[src/design/i2cm_pkg.sv]
// shared types and constants of the i2c master transaction engine
`default_nettype none
package i2cm_pkg;
  localparam int MaxBytes = 16;

  localparam logic [1:0] OP_TICK = 2'd0;
  localparam logic [1:0] OP_LOAD = 2'd1;
  localparam logic [1:0] OP_BEGIN = 2'd2;

  localparam logic [2:0] K_REG_WR = 3'd0;
  localparam logic [2:0] K_STR_WR = 3'd1;
  localparam logic [2:0] K_REG_RD = 3'd2;
  localparam logic [2:0] K_STR_RD = 3'd3;
  localparam logic [2:0] K_STR_RD_NS = 3'd4;

  localparam logic [3:0] ST_IDLE = 4'd0;
  localparam logic [3:0] ST_START1 = 4'd1;
  localparam logic [3:0] ST_ADDR1 = 4'd2;
  localparam logic [3:0] ST_ACK1 = 4'd3;
  localparam logic [3:0] ST_REG = 4'd4;
  localparam logic [3:0] ST_ACKREG = 4'd5;
  localparam logic [3:0] ST_DATA = 4'd6;
  localparam logic [3:0] ST_ACKDATA = 4'd7;
  localparam logic [3:0] ST_START2 = 4'd8;
  localparam logic [3:0] ST_ADDR2 = 4'd9;
  localparam logic [3:0] ST_ACK2 = 4'd10;
  localparam logic [3:0] ST_RX = 4'd11;
  localparam logic [3:0] ST_MACK = 4'd12;
  localparam logic [3:0] ST_STOPOK = 4'd13;
  localparam logic [3:0] ST_STOPFAIL = 4'd14;

  // classified item handed from front to back
  typedef struct packed {
    logic [1:0] op;
    logic [2:0] kind;
    logic [7:0] slave_addr;
    logic [7:0] data_byte;
    logic [4:0] length;
    logic       sda_in;
  } item_t;

  // one result item
  typedef struct packed {
    logic       scl;
    logic       sda_level;
    logic       sda_enable;
    logic [7:0] read_byte;
    logic       read_valid;
    logic       done_res;
    logic       success;
    logic       busy_res;
  } res_t;
endpackage
`default_nettype wire

[src/design/i2cm_front.sv]
// input stage and two-entry queue feeding the bus sequencer
`default_nettype none
module i2cm_front (
  input  wire logic           clk,
  input  wire logic           rst,
  input  wire logic           in_valid,
  output logic                in_ready,
  input  wire i2cm_pkg::item_t in_item,
  output logic                q_valid,
  input  wire logic           q_ready,
  output i2cm_pkg::item_t     q_item
);
  i2cm_pkg::item_t slot [2];
  logic [1:0] count;
  logic       rd_ptr;
  logic       wr_ptr;
  logic       push;
  logic       pop;

  assign in_ready = (count != 2'd2);
  assign q_valid = (count != 2'd0);
  assign q_item = slot[rd_ptr];
  assign push = in_valid && in_ready;
  assign pop = q_valid && q_ready;

  always_ff @(posedge clk) begin
    if (push) begin
      slot[wr_ptr] <= in_item;
    end
    if (rst) begin
      count <= 2'd0;
      rd_ptr <= 1'b0;
      wr_ptr <= 1'b0;
    end else begin
      if (push) wr_ptr <= ~wr_ptr;
      if (pop) rd_ptr <= ~rd_ptr;
      count <= count + {1'b0, push} - {1'b0, pop};
    end
  end
endmodule
`default_nettype wire

[src/design/i2cm_back.sv]
// bus sequencer: runs one item per cycle while its result register is free or being taken, and registers its result
`default_nettype none
module i2cm_back #(
  parameter int MAX_BYTES = i2cm_pkg::MaxBytes
) (
  input  wire logic            clk,
  input  wire logic            rst,
  input  wire logic            cfg_we,
  input  wire logic            cfg_index,
  input  wire logic [7:0]      cfg_data,
  input  wire logic            q_valid,
  output logic                 q_ready,
  input  wire i2cm_pkg::item_t q_item,
  output logic                 res_valid,
  input  wire logic            res_ready,
  output i2cm_pkg::res_t       res
);
  localparam int AW = (MAX_BYTES > 1) ? $clog2(MAX_BYTES) : 1;
  localparam int CW = $clog2(MAX_BYTES + 1);

  logic [7:0] device_addr, retry_limit;
  logic [3:0] stage, stage_next;
  logic [1:0] phase, phase_next;
  logic [3:0] bit_count, bit_count_next;
  logic [7:0] shift_reg, shift_reg_next;
  logic [7:0] byte_index, byte_index_next;
  logic [7:0] retry_count, retry_count_next;
  logic [2:0] cur_kind;
  logic [7:0] cur_addr, cur_data, cur_length;
  logic [CW-1:0] load_count;
  logic [7:0] write_buffer [MAX_BYTES];
  logic       o_scl, o_sda, o_en, scl_next, sda_next, en_next;
  i2cm_pkg::res_t res_next;
  logic       fire;
  logic       is_tick;
  logic       ack, last;
  logic [7:0] first_addr, len_sat;
  logic [7:0] buf_rd;

  assign q_ready = !res_valid || res_ready;
  assign fire = q_valid && q_ready;
  assign is_tick = (q_item.op != i2cm_pkg::OP_LOAD) && (q_item.op != i2cm_pkg::OP_BEGIN);
  assign last = (phase == 2'd3);

  function automatic logic [7:0] buf_at(input logic [7:0] idx,
                                         input logic [7:0] bv);
    buf_at = (idx < 8'(MAX_BYTES)) ? bv : 8'd0;
  endfunction

  always_comb begin
    buf_rd = write_buffer[byte_index_next[AW-1:0]];
    if (cur_kind == i2cm_pkg::K_REG_WR || cur_kind == i2cm_pkg::K_REG_RD)
      first_addr = device_addr;
    else if (cur_kind == i2cm_pkg::K_STR_WR) first_addr = cur_addr;
    else first_addr = cur_addr + 8'd1;
    len_sat = ({3'd0, q_item.length} > 8'(MAX_BYTES)) ? 8'(MAX_BYTES)
                                                        : {3'd0, q_item.length};
    if (q_item.kind == i2cm_pkg::K_REG_RD) len_sat = 8'd1;
    if (q_item.kind == i2cm_pkg::K_STR_RD && len_sat == 8'd0) len_sat = 8'd1;
  end

  // one quarter-bit phase of the bus
  always_comb begin
    stage_next = stage;
    phase_next = phase + 2'd1;
    bit_count_next = bit_count;
    shift_reg_next = shift_reg;
    byte_index_next = byte_index;
    retry_count_next = retry_count;
    scl_next = o_scl;
    sda_next = o_sda;
    en_next = o_en;
    res_next = '0;
    ack = 1'b0;
    case (stage)
      i2cm_pkg::ST_START1, i2cm_pkg::ST_START2: begin
        en_next = 1'b1;
        case (phase)
          2'd0: sda_next = 1'b1;
          2'd1: begin sda_next = 1'b1; scl_next = 1'b1; end
          2'd2: begin sda_next = 1'b0; scl_next = 1'b1; end
          default: begin
            sda_next = 1'b0; scl_next = 1'b0; bit_count_next = 4'd0;
            if (stage == i2cm_pkg::ST_START1) begin
              stage_next = i2cm_pkg::ST_ADDR1; shift_reg_next = first_addr;
            end else begin
              stage_next = i2cm_pkg::ST_ADDR2; shift_reg_next = device_addr + 8'd1;
            end
          end
        endcase
      end
      i2cm_pkg::ST_ADDR1, i2cm_pkg::ST_REG, i2cm_pkg::ST_DATA,
      i2cm_pkg::ST_ADDR2: begin
        en_next = 1'b1;
        sda_next = shift_reg[3'd7 - bit_count[2:0]];
        scl_next = (phase == 2'd1 || phase == 2'd2);
        if (last) begin
          bit_count_next = bit_count + 4'd1;
          if (bit_count_next >= 4'd8) begin
            bit_count_next = 4'd0; stage_next = stage + 4'd1;
          end
        end
      end
      i2cm_pkg::ST_ACK1, i2cm_pkg::ST_ACKREG, i2cm_pkg::ST_ACKDATA,
      i2cm_pkg::ST_ACK2: begin
        en_next = 1'b0; sda_next = 1'b1;
        scl_next = (phase == 2'd1 || phase == 2'd2);
        if (phase == 2'd2) shift_reg_next = {7'd0, !q_item.sda_in};
        ack = shift_reg[0];
        if (last) begin
          if (stage == i2cm_pkg::ST_ACK1 || stage == i2cm_pkg::ST_ACK2) begin
            if (!ack) begin
              retry_count_next = retry_count + 8'd1;
              stage_next = (retry_count > retry_limit) ? i2cm_pkg::ST_STOPFAIL :
                (stage == i2cm_pkg::ST_ACK1) ? i2cm_pkg::ST_START1
                                             : i2cm_pkg::ST_START2;
            end else if (stage == i2cm_pkg::ST_ACK2) begin
              byte_index_next = 8'd0; bit_count_next = 4'd0;
              shift_reg_next = 8'd0; stage_next = i2cm_pkg::ST_RX;
            end else if (cur_kind == i2cm_pkg::K_REG_WR
                         || cur_kind == i2cm_pkg::K_REG_RD) begin
              stage_next = i2cm_pkg::ST_REG; shift_reg_next = cur_addr;
            end else if (cur_kind == i2cm_pkg::K_STR_WR) begin
              byte_index_next = 8'd0;
              if (cur_length != 8'd0) begin
                stage_next = i2cm_pkg::ST_DATA;
                shift_reg_next = buf_at(8'd0, buf_rd);
              end else stage_next = i2cm_pkg::ST_STOPOK;
            end else begin
              byte_index_next = 8'd0; bit_count_next = 4'd0; shift_reg_next = 8'd0;
              if (cur_length != 8'd0) stage_next = i2cm_pkg::ST_RX;
              else begin
                stage_next = i2cm_pkg::ST_IDLE;
                res_next.done_res = 1'b1; res_next.success = 1'b1;
              end
            end
          end else if (stage == i2cm_pkg::ST_ACKREG) begin
            if (!ack) stage_next = i2cm_pkg::ST_STOPFAIL;
            else if (cur_kind == i2cm_pkg::K_REG_WR) begin
              stage_next = i2cm_pkg::ST_DATA; shift_reg_next = cur_data;
            end else stage_next = i2cm_pkg::ST_START2;
          end else begin
            if (!ack) stage_next = i2cm_pkg::ST_STOPFAIL;
            else if (cur_kind == i2cm_pkg::K_STR_WR) begin
              byte_index_next = byte_index + 8'd1;
              if (byte_index_next < cur_length) begin
                stage_next = i2cm_pkg::ST_DATA;
                shift_reg_next = buf_at(byte_index_next, buf_rd);
              end else stage_next = i2cm_pkg::ST_STOPOK;
            end else stage_next = i2cm_pkg::ST_STOPOK;
          end
        end
      end
      i2cm_pkg::ST_RX: begin
        en_next = 1'b0; sda_next = 1'b1;
        scl_next = (phase == 2'd1 || phase == 2'd2);
        if (phase == 2'd2) begin
          shift_reg_next = {shift_reg[6:0], q_item.sda_in};
          if (bit_count == 4'd7) begin
            res_next.read_byte = shift_reg_next; res_next.read_valid = 1'b1;
          end
        end
        if (last) begin
          bit_count_next = bit_count + 4'd1;
          if (bit_count_next >= 4'd8) begin
            bit_count_next = 4'd0; stage_next = i2cm_pkg::ST_MACK;
          end
        end
      end
      i2cm_pkg::ST_MACK: begin
        en_next = 1'b1;
        sda_next = (cur_kind != i2cm_pkg::K_STR_RD_NS)
                   && ({1'b0, byte_index} + 9'd1 >= {1'b0, cur_length});
        scl_next = (phase == 2'd1 || phase == 2'd2);
        if (last) begin
          byte_index_next = byte_index + 8'd1;
          shift_reg_next = 8'd0; bit_count_next = 4'd0;
          if (byte_index_next < cur_length) stage_next = i2cm_pkg::ST_RX;
          else if (cur_kind == i2cm_pkg::K_STR_RD_NS) begin
            stage_next = i2cm_pkg::ST_IDLE;
            res_next.done_res = 1'b1; res_next.success = 1'b1;
          end else stage_next = i2cm_pkg::ST_STOPOK;
        end
      end
      i2cm_pkg::ST_STOPOK, i2cm_pkg::ST_STOPFAIL: begin
        en_next = 1'b1;
        case (phase)
          2'd0: sda_next = 1'b0;
          2'd1: begin sda_next = 1'b0; scl_next = 1'b1; end
          default: begin sda_next = 1'b1; scl_next = 1'b1; end
        endcase
        if (last) begin
          res_next.done_res = 1'b1;
          res_next.success = (stage == i2cm_pkg::ST_STOPOK);
          stage_next = i2cm_pkg::ST_IDLE;
        end
      end
      default: begin
        stage_next = i2cm_pkg::ST_IDLE; phase_next = 2'd0;
      end
    endcase
  end

  always_ff @(posedge clk) begin
    if (fire && q_item.op == i2cm_pkg::OP_LOAD && stage == i2cm_pkg::ST_IDLE
        && load_count < CW'(MAX_BYTES)) begin
      write_buffer[load_count[AW-1:0]] <= q_item.data_byte;
    end
    if (fire && q_item.op == i2cm_pkg::OP_BEGIN && stage == i2cm_pkg::ST_IDLE
        && q_item.kind <= i2cm_pkg::K_STR_RD_NS) begin
      cur_kind <= q_item.kind;
      cur_addr <= q_item.slave_addr;
      cur_data <= q_item.data_byte;
      cur_length <= len_sat;
    end
    if (fire) begin
      if (is_tick && stage != i2cm_pkg::ST_IDLE) begin
        res.read_byte <= res_next.read_byte;
        res.read_valid <= res_next.read_valid;
        res.done_res <= res_next.done_res;
        res.success <= res_next.success;
      end else begin
        res.read_byte <= '0; res.read_valid <= 1'b0;
        res.done_res <= 1'b0; res.success <= 1'b0;
      end
    end
    if (rst) begin
      device_addr <= 8'd0; retry_limit <= 8'd3;
      stage <= i2cm_pkg::ST_IDLE; phase <= 2'd0; bit_count <= 4'd0;
      shift_reg <= 8'd0; byte_index <= 8'd0; retry_count <= 8'd0;
      load_count <= '0; o_scl <= 1'b1; o_sda <= 1'b1; o_en <= 1'b1;
      res_valid <= 1'b0;
      res.scl <= 1'b1; res.sda_level <= 1'b1; res.sda_enable <= 1'b1;
      res.busy_res <= 1'b0;
    end else begin
      if (cfg_we) begin
        if (cfg_index) retry_limit <= cfg_data;
        else device_addr <= cfg_data;
      end
      if (fire) res_valid <= 1'b1;
      else if (res_ready) res_valid <= 1'b0;
      if (fire) begin
        if (q_item.op == i2cm_pkg::OP_LOAD) begin
          if (stage == i2cm_pkg::ST_IDLE && load_count < CW'(MAX_BYTES))
            load_count <= load_count + CW'(1);
          res.busy_res <= (stage != i2cm_pkg::ST_IDLE);
        end else if (q_item.op == i2cm_pkg::OP_BEGIN) begin
          if (stage == i2cm_pkg::ST_IDLE && q_item.kind <= i2cm_pkg::K_STR_RD_NS) begin
            retry_count <= 8'd0; byte_index <= 8'd0; bit_count <= 4'd0;
            shift_reg <= 8'd0; phase <= 2'd0; load_count <= '0;
            stage <= i2cm_pkg::ST_START1;
            res.busy_res <= 1'b1;
          end else res.busy_res <= (stage != i2cm_pkg::ST_IDLE);
        end else if (stage != i2cm_pkg::ST_IDLE) begin
          stage <= stage_next; phase <= phase_next; bit_count <= bit_count_next;
          shift_reg <= shift_reg_next; byte_index <= byte_index_next;
          retry_count <= retry_count_next;
          o_scl <= scl_next; o_sda <= sda_next; o_en <= en_next;
          res.scl <= scl_next; res.sda_level <= sda_next; res.sda_enable <= en_next;
          res.busy_res <= (stage_next != i2cm_pkg::ST_IDLE);
        end else res.busy_res <= 1'b0;
      end
    end
  end
endmodule
`default_nettype wire

[src/design/i2c_master_transaction_engine_unit.sv]
// top level of the i2c master transaction engine
// I2C master sequencer stepped by items: a tick item advances a busy bus by one
// quarter bit, a load item appends a byte to the write buffer while idle and
// not full, and a begin item while idle starts a register write, string write,
// register read, string read, or string read without stop. Every item yields
// exactly one result item carrying the line drive (scl, sda_level, sda_enable),
// any received byte, the done and success flags and busy. A new item is taken
// every cycle while the queue is not full: a two-entry queue in front
// decouples the input from the sequencer, and the sequencer's result register
// holds a finished result until it is taken. An item passes through the queue
// register, then the sequencer's result register. While a result waits the
// sequencer stalls and the queue absorbs up to two more items before the input
// stalls. Throughput is set by the sequencer step.
`default_nettype none
module i2c_master_transaction_engine_unit #(
  parameter int MAX_BYTES = i2cm_pkg::MaxBytes
) (
  input  wire logic       clk,
  input  wire logic       rst,
  input  wire logic       cfg_we,
  input  wire logic       cfg_index,
  input  wire logic [7:0] cfg_data,
  input  wire logic       in_valid,
  output logic            in_ready,
  input  wire logic [1:0] op,
  input  wire logic [2:0] kind,
  input  wire logic [7:0] slave_addr,
  input  wire logic [7:0] data_byte,
  input  wire logic [4:0] length,
  input  wire logic       sda_in,
  output logic            out_valid,
  input  wire logic       out_ready,
  output logic            scl,
  output logic            sda_level,
  output logic            sda_enable,
  output logic [7:0]      read_byte,
  output logic            read_valid,
  output logic            done_res,
  output logic            success,
  output logic            busy_res
);
  i2cm_pkg::item_t in_item, q_item;
  i2cm_pkg::res_t  res;
  logic q_valid, q_ready;

  // pack the item fields
  always_comb begin
    in_item.op = op;
    in_item.kind = kind;
    in_item.slave_addr = slave_addr;
    in_item.data_byte = data_byte;
    in_item.length = length;
    in_item.sda_in = sda_in;
  end

  i2cm_front u_front (
    .clk(clk), .rst(rst), .in_valid(in_valid), .in_ready(in_ready),
    .in_item(in_item), .q_valid(q_valid), .q_ready(q_ready), .q_item(q_item)
  );

  i2cm_back #(.MAX_BYTES(MAX_BYTES)) u_back (
    .clk(clk), .rst(rst), .cfg_we(cfg_we), .cfg_index(cfg_index),
    .cfg_data(cfg_data), .q_valid(q_valid), .q_ready(q_ready), .q_item(q_item),
    .res_valid(out_valid), .res_ready(out_ready), .res(res)
  );

  // unpack the result fields
  assign scl = res.scl;
  assign sda_level = res.sda_level;
  assign sda_enable = res.sda_enable;
  assign read_byte = res.read_byte;
  assign read_valid = res.read_valid;
  assign done_res = res.done_res;
  assign success = res.success;
  assign busy_res = res.busy_res;
endmodule
`default_nettype wire

[config.mk]
export PLATFORM = sky130hd
export DESIGN_NAME = i2c_master_transaction_engine_unit
export DESIGN_NICKNAME = d
export VERILOG_FILES = /design/src/design/i2cm_pkg.sv /design/src/design/i2cm_front.sv /design/src/design/i2cm_back.sv /design/src/design/i2c_master_transaction_engine_unit.sv
export SDC_FILE = /design/constraint.sdc
export NUM_CORES = 1
export LEC_CHECK = 0
export BUFFER_PORTS_ARGS = -buffer_cell sky130_fd_sc_hd__buf_2
export CAP_MARGIN = 20
export CORE_MARGIN = 1.5
export CORE_UTILIZATION = 60
export CTS_BUF_LIST = sky130_fd_sc_hd__clkbuf_4
export CTS_CLUSTER_DIAMETER = 30
export CTS_CLUSTER_SIZE = 8
export DETAILED_ROUTE_END_ITERATION = 8
export GPL_TIMING_DRIVEN = 0
export HOLD_SLACK_MARGIN = 0.05
export MAX_ROUTING_LAYER = met4
export PLACE_DENSITY_LB_ADDON = 0.3
export SLEW_MARGIN = 20
export SYNTH_ARGS = -nofsm -noshare
export SYNTH_HDL_FRONTEND = slang
export SYNTH_SLANG_ARGS = --single-unit
[constraint.sdc]
create_clock -name clk -period 4.61 [get_ports clk]
set_clock_uncertainty 0.05 [all_clocks]
set_input_delay 1.1525 -clock clk [delete_from_list [all_inputs] [get_ports clk]]
set_output_delay 1.1525 -clock clk [all_outputs]
set_load 0.05 [all_outputs]
==> results of run 1 <==
-- metrics by stage --
stage,hold WS (ps),cells
2_1_floorplan,382.1,1305
3_3_place_gp,394.7,1681
3_5_place_dp,401.4,1682
4_1_cts,415.5,1783
5_1_grt,433.6,1785
6_report,411.8,1786
-- kinds of logic after synthesis --
| family | count (synthesis) | synth area share |
|---|---|---|
| AO/OA/AOI/OAI | 313 | 0.1492 |
| adder cells (fa/ha/maj) | 36 | 0.03125 |
| flip-flops | 282 | 0.5424 |
| buffers and inverters | 108 | 0.03282 |
| XOR/XNOR | 23 | 0.01398 |
| AND/OR/NAND/NOR | 428 | 0.1447 |
| multiplexers | 115 | 0.08560 |
-- what timing repair did --
item,CTS,global route
endpoints found under the setup margin,3,10
endpoints found under the hold margin,0,0
gates resized for setup,1,4
-- layout make-up --
cell class,instances,share of cell area
diodes,4,0.0006282
flip-flops and latches,282,0.4907
inverters,39,0.009188
clock inverters,31,0.01626
plain buffers,68,0.02034
repair buffers,58,0.01916
well taps,319,0.02505
clock buffers,70,0.03298
multi-input cells,915,0.3857
-- metal layers --
layer | global-route usage | up-vias | share of wire
li1 | - | 5174 | -
met1 | 0.4669 | 5402 | 0.42
met2 | 0.5221 | 605 | 0.45
met3 | 0.06460 | 105 | 0.093
met4 | 0.1491 | 0 | 0.044
met5 | - | - | 0
-- worst max-delay path, delay by kind of cell (launching register included) --
kind | cells | cell delay [ps]
compound gates | 6 | 1320
xor+xnor | 1 | 280
fa+ha+maj | 2 | 650
buf+inv | 1 | 250
flops | 1 | 550
simple gates | 4 | 1140
-- synthesized netlist by cell type, types with 7 or more instances --
library cell	instances
ha_1	36
nand3b_1	7
edfxtp_1	217
nand3_1	33
buf_1	8
a211oi_1	10
nor2_1	112
xnor2_1	7
and3_1	19
clkbuf_1	35
nor4_1	8
and2_1	23
buf_2	18
a221oi_1	15
o211ai_1	14
nand4_1	13
a21oi_1	79
nand2_1	125
mux2_2	19
a311oi_1	8
o21a_1	10
o21ai_0	69
dfxtp_1	65
mux2i_1	91
xor2_1	16
a22oi_1	12
nand2b_1	8
a31oi_1	12
or3_1	12
nor3_1	18
inv_1	38
nor2b_1	24
-- worst paths after layout --
path,from,to,slack (ps),cells after the start
setup / recovery,u_back.byte_index[1],u_back.shift_reg[3],270,14
hold reg to reg,u_back.res[13],u_back.res[13],410,2
setup reg to reg,u_back.byte_index[1],u_back.shift_reg[3],270,14
hold / removal,u_back.res[13],u_back.res[13],410,2
-- placed cells by master (no fill, tap or decap), types with 7 or more instances in the layout --
master and n:
inv_1 38, xor2_1 16, mux2i_1 91, buf_2 76, or3_1 12, o21ai_0 69, and3_1 18, nand2_1 125
nand4_1 13, a211oi_1 10, mux2_2 19, o211ai_1 14, a311oi_1 8, nor3_1 17, nand2b_1 8, nand3_1 33
ha_1 36, edfxtp_1 217, clkinv_1 14, clkbuf_4 70, a21oi_1 79, a31oi_1 12, clkbuf_1 35, xnor2_1 7
nor2_1 110, a22oi_1 12, and2_1 22, dfxtp_1 64, o21a_1 10, nor2b_1 24, nor4_1 8, nand3b_1 7
a221oi_1 15
-- power groups by stage --
stage	registers, mW	clock network [mW]	logic, mW
5_1_grt	3.24	2.09	1.43
6_report	3.22	1.95	1.33
3_5_place_dp	3.26	0	1.32
2_1_floorplan	3.40	0	0.722
3_3_place_gp	3.25	0	1.28
4_1_cts	3.20	1.98	1.33
==> load_flow_metrics.sql, run 1 <==
INSERT INTO impl_metrics (metric_group, metric, value, unit) VALUES
('outcome', 'run_status', 'finished clean', ''),
('layout', 'regArea', '7819', 'um2'),
('synth', 'yosysTopAreaCellShare', '0.4521', ''),
('setup_path', 'crit_type', 'flip-flop to flip-flop', ''),
('setup_path', 'worstPathMaxFanout', '10', ''),
('die', 'die-height', '158.0', 'um'),
('cts', 'cts_setup_buffers', '0', ''),
('sta', 'timing.final.max_slew_violations', '0', ''),
('placed_design', 'placement.cell_area', '15130', 'um2'),
('cts', 'insertion_delay', '740', 'ps'),
('job', 'maxCapViolCount', '0', ''),
('synth', 'netlist.top_cell.by_area', 'edfxtp_1', ''),
('setup_path', 'worst_ep_required', '5190', 'ps'),
('sta', 'period_utilization_post_route', '0.9406', ''),
('power_and_ir_drop', 'cell_internal_pwr', '4.437', 'mW'),
('synth', 'yosysWarningCount', '0', ''),
('global_route', 'gr-total-overflow', '0', ''),
('layout', 'final_standard_cell_utilization_of_the_core', '0.6768', ''),
('power_and_ir_drop', 'irDropWorstVdd', '0.4000', 'mV'),
('layout', 'final_design_area_no_fill', '15930', 'um2'),
('cts', 'cts.root.buffer_cell', 'clkbuf_4', ''),
('sta', 'postLayoutSetupSlackWorst', '274.0', 'ps'),
('power_and_ir_drop', 'power_per_cell_area', '408.2', 'nW/um2'),
('setup_path', 'cp_slowest_cell', 'dfxtp_1', ''),
('routing', 'drt_pass1_iterations', '5', ''),
('global_route', 'global_route.usage.total', '0.3481', ''),
('synth', 'synth_flop_cell', 'edfxtp_1', ''),
('synth', 'synth_edf_count', '217', ''),
('layout', 'fin_nets', '1498', ''),
('sta', 'fin_hold_viols', '0', ''),
('placed_design', 'post-place-ws', '-114.0', 'ps'),
('cts', 'cts.hold.buffers_added', '0', ''),
('layout', 'drive_above_1_share', '0.1545', ''),
('placed_design', 'dp_hpwl', '30.36', 'mm'),
('setup_path', 'critPathArrivalTime', '4910', 'ps'),
('power_and_ir_drop', 'seqPwrFrac', '0.495', ''),
('sta', 'max_freq', '0.2306', 'GHz'),
('die', 'ioPinCount', '58', ''),
('sta', 'layout_min_cycle_time', '4336', 'ps'),
('sta', 'finalSetupTns', '0', 'ps'),
('cts', 'worst_setup_hold_path_clk_slew', '80', 'ps'),
('worst_hold_path', 'hold_path_class', 'flip-flop to flip-flop', ''),
('placed_design', 'io_buffer_count', '57', ''),
('sta', 'rsz0062_at_grt', 'no', ''),
('cts', 'htree_levels', '2', ''),
('cts', 'cts_inserted_buffers', '57', ''),
('power_and_ir_drop', 'power_switching_share', '0.3177', ''),
('global_route', 'grt_antenna_before_repair', '1', ''),
('setup_path', 'cp-end-kind', 'flip-flop', ''),
('die', 'initial_utilization', '0.6122', ''),
('routing', 'route.antenna.remaining_nets', '0', ''),
('routing', 'vias', '11290', ''),
('layout', 'max_ffs_per_register', '128', ''),
('cts', 'cts.path.max_buffers', '3', ''),
('power_and_ir_drop', 'post-layout-total-power', '6.504', 'mW'),
('routing', 'drc', '0', ''),
('die', 'die_area', '24960', 'um2'),
('power_and_ir_drop', 'total_leakage_power', '5.522', 'nW'),
('layout', 'layout.filler_cells', '1822', ''),
('power_and_ir_drop', 'netSwitchingPower', '2.066', 'mW'),
('sta', 'slew_headroom', '0.1787', ''),
('die', 'placementRows', '56', ''),
('setup_path', 'max_stage_delay', '550', 'ps'),
('global_route', 'pin_count_of_the_biggest_net_entering_global_routing', '28', ''),
('routing', 'avgViaCountPerCell', '6.319', ''),
('synth', 'asyncSetResetFlopFracSynth', '0', ''),
('routing', 'initialDrtViolationCount', '1169', ''),
('die', 'chipWidth', '158.0', 'um'),
('sta', 'tightestPinTransition', '1219', 'ps'),
('synth', 'synthTopCellsByArea', 'edfxtp_1 45%, dfxtp_1 9.0%, mux2i_1 6.3%', ''),
('cts', 'cts_tree', 'built', '');
Note: power is estimated with default switching activity, not from simulation.
==> run 2: changes to the inputs <==
PLACE_DENSITY = 0.78   (was default)
PLACE_DENSITY_LB_ADDON = default   (was 0.3)
==> run 2 against run 1 <==
Against the previous run:
- sequential share of layout area is essentially flat
- sequential power is essentially flat
- via count shrank 0.63%
- critical path type unchanged
- wire length shrank 3.1%
- hold slack gained 3.9 ps
==> load_flow_metrics.sql, run 2 (same netlist as run 1, synthesis figures left out) <==
INSERT INTO impl_metrics (metric_group, metric, value, unit) VALUES
('outcome', 'run_status', 'finished clean', ''),
('cts', 'cts_tree', 'built', ''),
('sta', 'tightestPinTransition', '1159', 'ps'),
('routing', 'drt_pass1_iterations', '6', ''),
('cts', 'cts_setup_buffers', '0', ''),
('placed_design', 'dp.cells', '1682', ''),
('die', 'initial_utilization', '0.6122', ''),
('power_and_ir_drop', 'share_comb_of_total_power', '0.200', ''),
('setup_path', 'critPathArrivalTime', '4870', 'ps'),
('die', 'die-height', '158.0', 'um'),
('power_and_ir_drop', 'power_per_cell_area', '412.5', 'nW/um2'),
('setup_path', 'most_numerous_cell_on_the_critical_path', 'nand3_1', ''),
('setup_path', 'critPathLaunchType', 'flip-flop', ''),
('setup_path', 'ff2ff_setup_slack', '290', 'ps'),
('setup_path', 'depth_of_the_worst_register_to_register_path', '14', ''),
('routing', 'initialDrtViolationCount', '1394', ''),
('placed_design', 'dp_hpwl', '29.56', 'mm'),
('die', 'placeableCoreArea', '23540', 'um2'),
('die', 'die_area', '24960', 'um2'),
('power_and_ir_drop', 'post-layout-total-power', '6.577', 'mW'),
('routing', 'dr_wl_met2', '18.03', 'mm'),
('layout', 'post_layout_nonfiller_instances', '1774', ''),
('sta', 'postLayoutSetupSlackWorst', '291.6', 'ps'),
('cts', 'clock_sinks', '282', ''),
('global_route', 'gr-total-overflow', '0', ''),
('layout', 'drive_above_1_share', '0.1541', ''),
('routing', 'route.detailed.wl_per_inst', '22.78', 'um'),
('power_and_ir_drop', 'total_leakage_power', '5.538', 'nW'),
('layout', 'mostFrequentLayoutCell', 'edfxtp_1', ''),
('worst_hold_path', 'cell_count_of_the_worst_hold_path', '2', ''),
('routing', 'totalWireLength', '40.42', 'mm'),
('sta', 'period_utilization_post_route', '0.9367', ''),
('layout', 'final_design_area_no_fill', '15940', 'um2'),
('power_and_ir_drop', 'pwr-share-clk', '0.311', ''),
('cts', 'insertion_delay', '710', 'ps'),
('setup_path', 'worstPathMaxFanout', '10', ''),
('setup_path', 'worstReg2RegStart', 'u_back.byte_index[0]', ''),
('setup_path', 'path_buf_inv', '1', ''),
('global_route', 'pin_count_of_the_biggest_net_entering_global_routing', '28', ''),
('power_and_ir_drop', 'seqPwrFrac', '0.489', ''),
('routing', 'wl_met1', '17.02', 'mm'),
('routing', 'vias', '11220', ''),
('cts', 'cts.hold.buffers_added', '0', ''),
('global_route', 'grt_first_pass_wirelength', '61.22', 'mm'),
('routing', 'avgViaCountPerCell', '6.322', ''),
('setup_path', 'max_stage_delay', '650', 'ps'),
('sta', 'finalSetupViolations', '0', ''),
('global_route', 'grt_antenna_before_repair', '1', ''),
('global_route', 'first_global_vias', '10630', ''),
('cts', 'cts.root.buffer_cell', 'clkbuf_4', ''),
('sta', 'fin_hold_viols', '0', ''),
('setup_path', 'worstPathCellList', 'ha_1, nand3_1, xnor2_1, ha_1, and2_0, a221oi_1, o31a_1, buf_2, nand3_1, nor3_1, nand3_1, a21boi_0, nor4_1, o31ai_1', ''),
('die', 'placementRows', '56', ''),
('cts', 'htree_levels', '2', ''),
('cts', 'cts_inserted_buffers', '53', ''),
('sta', 'timing.hold.ws', '415.7', 'ps'),
('routing', 'route.met3.wl', '3.774', 'mm'),
('routing', 'dr.max_layer_used', 'met4', ''),
('layout', 'areaGrowthSynthToFinish', '10.63', '%'),
('die', 'chipWidth', '158.0', 'um'),
('sta', 'finalSetupTns', '0', 'ps'),
('routing', 'route.antenna.remaining_nets', '0', ''),
('cts', 'worst_setup_hold_path_clk_slew', '80', 'ps'),
('placed_design', 'post-place-ws', '0.9082', 'ps'),
('sta', 'timing.final.max_slew_violations', '0', ''),
('power_and_ir_drop', 'irDropWorstVdd', '0.3761', 'mV'),
('layout', 'final_standard_cell_utilization_of_the_core', '0.6772', ''),
('layout', 'fin_nets', '1494', ''),
('power_and_ir_drop', 'power_switching_share', '0.3024', ''),
('setup_path', 'crit_type', 'flip-flop to flip-flop', ''),
('worst_hold_path', 'hold_path_class', 'flip-flop to flip-flop', ''),
('worst_hold_path', 'hold_path_end', 'u_back.retry_limit[4]', ''),
('sta', 'slew_headroom', '0.2191', ''),
('job', 'maxCapViolCount', '0', ''),
('routing', 'drc', '0', ''),
('sta', 'max_freq', '0.2316', 'GHz'),
('placed_design', 'io_buffer_count', '57', ''),
('layout', 'layout_common_cells', '217 x edfxtp_1, 125 x nand2_1, 111 x nor2_1', ''),
('sta', 'rsz0062_at_grt', 'no', ''),
('setup_path', 'cp_slowest_cell', 'nor3_1', ''),
('global_route', 'global_route.usage.total', '0.3431', ''),
('setup_path', 'worst_ep_required', '5160', 'ps'),
('placed_design', 'gp_congestion', '1.029', ''),
('setup_path', 'cp-end-kind', 'flip-flop', ''),
('setup_path', 'crit-reg2reg-capture', 'u_back.shift_reg[5]', ''),
('layout', 'max_ffs_per_register', '128', ''),
('cts', 'cts.path.max_buffers', '3', ''),
('power_and_ir_drop', 'cell_internal_pwr', '4.588', 'mW'),
('die', 'ioPinCount', '58', ''),
('setup_path', 'path_delay_family', 'simple AND/OR/NAND/NOR gates', ''),
('power_and_ir_drop', 'netSwitchingPower', '1.988', 'mW'),
('placed_design', 'placement.cell_area', '15130', 'um2'),
('sta', 'layout_min_cycle_time', '4318', 'ps'),
('worst_hold_path', 'hold_start', 'u_back.retry_limit[4]', '');
run 2: cell count changes in the layout (fill, tap and decap cells not counted):
cell	before	now
nor3_1	17	18
nor3b_1	3	4
diode_2	4	1
clkinv_2	5	6
nor3b_2	1	0
bufinv_16	4	7
clkinv_1	14	4
nor2_1	110	111
nor2_2	1	0
clkinv_4	3	0
nor3_2	2	1
run 2: layout make-up:
| type | instances | area, um2 |
|---|---|---|
| multi-input cells | 915 | 6132 |
| inverters | 39 | 146.4 |
| clock buffers | 70 | 525.5 |
| clock inverters | 22 | 290.3 |
| fillers | 1822 | 7599 |
| diodes | 1 | 2.502 |
| repair buffers | 58 | 305.3 |
| well taps | 319 | 399.1 |
| flip-flops and latches | 282 | 7819 |
| plain buffers | 68 | 324.1 |
run 2: power by group through the flow:
stage	clock, mW	sequential, mW	combinational (mW)
global placement	0	3.25	1.28
detailed placement	0	3.26	1.31
finish	2.05	3.22	1.31
CTS	2.07	3.20	1.32
floorplan	0	3.40	0.722
global route	2.18	3.24	1.42
run 2: worst max path at each step:
stage	slack, ps	depth (start not counted)	to	start
after detailed placement	0.9	13	u_back.shift_reg[4]	flip-flop
final	290	14	u_back.shift_reg[5]	u_back.byte_index[0]
after global placement	-20	12	u_back.shift_reg[1]	flip-flop
after CTS	180	13	u_back.shift_reg[4]	flip-flop
after global routing	80	11	u_back.shift_reg[1]	flip-flop
after floorplan	1110	13	u_back.shift_reg[4]	flip-flop
run 2: what timing repair did:
item / CTS / global route
resized for setup: 1 / 1
setup endpoints to repair: 2 / 8
pin swaps: 0 / 0
run 2: metal layers:
metal  vias to the layer above  global-route usage
met5                         -                   -
met4                         0              0.1380
met3                       102             0.05146
met2                       591              0.5194
met1                      5364              0.4680
li1                       5158                   -
run 2: worst min-delay path, delay by kind of cell (launching register included):
kind / cells / cell delay, ps
DFF: 1 / 320
and+or+nand+nor: 1 / 50
AOI/OAI and AO/OA: 1 / 50
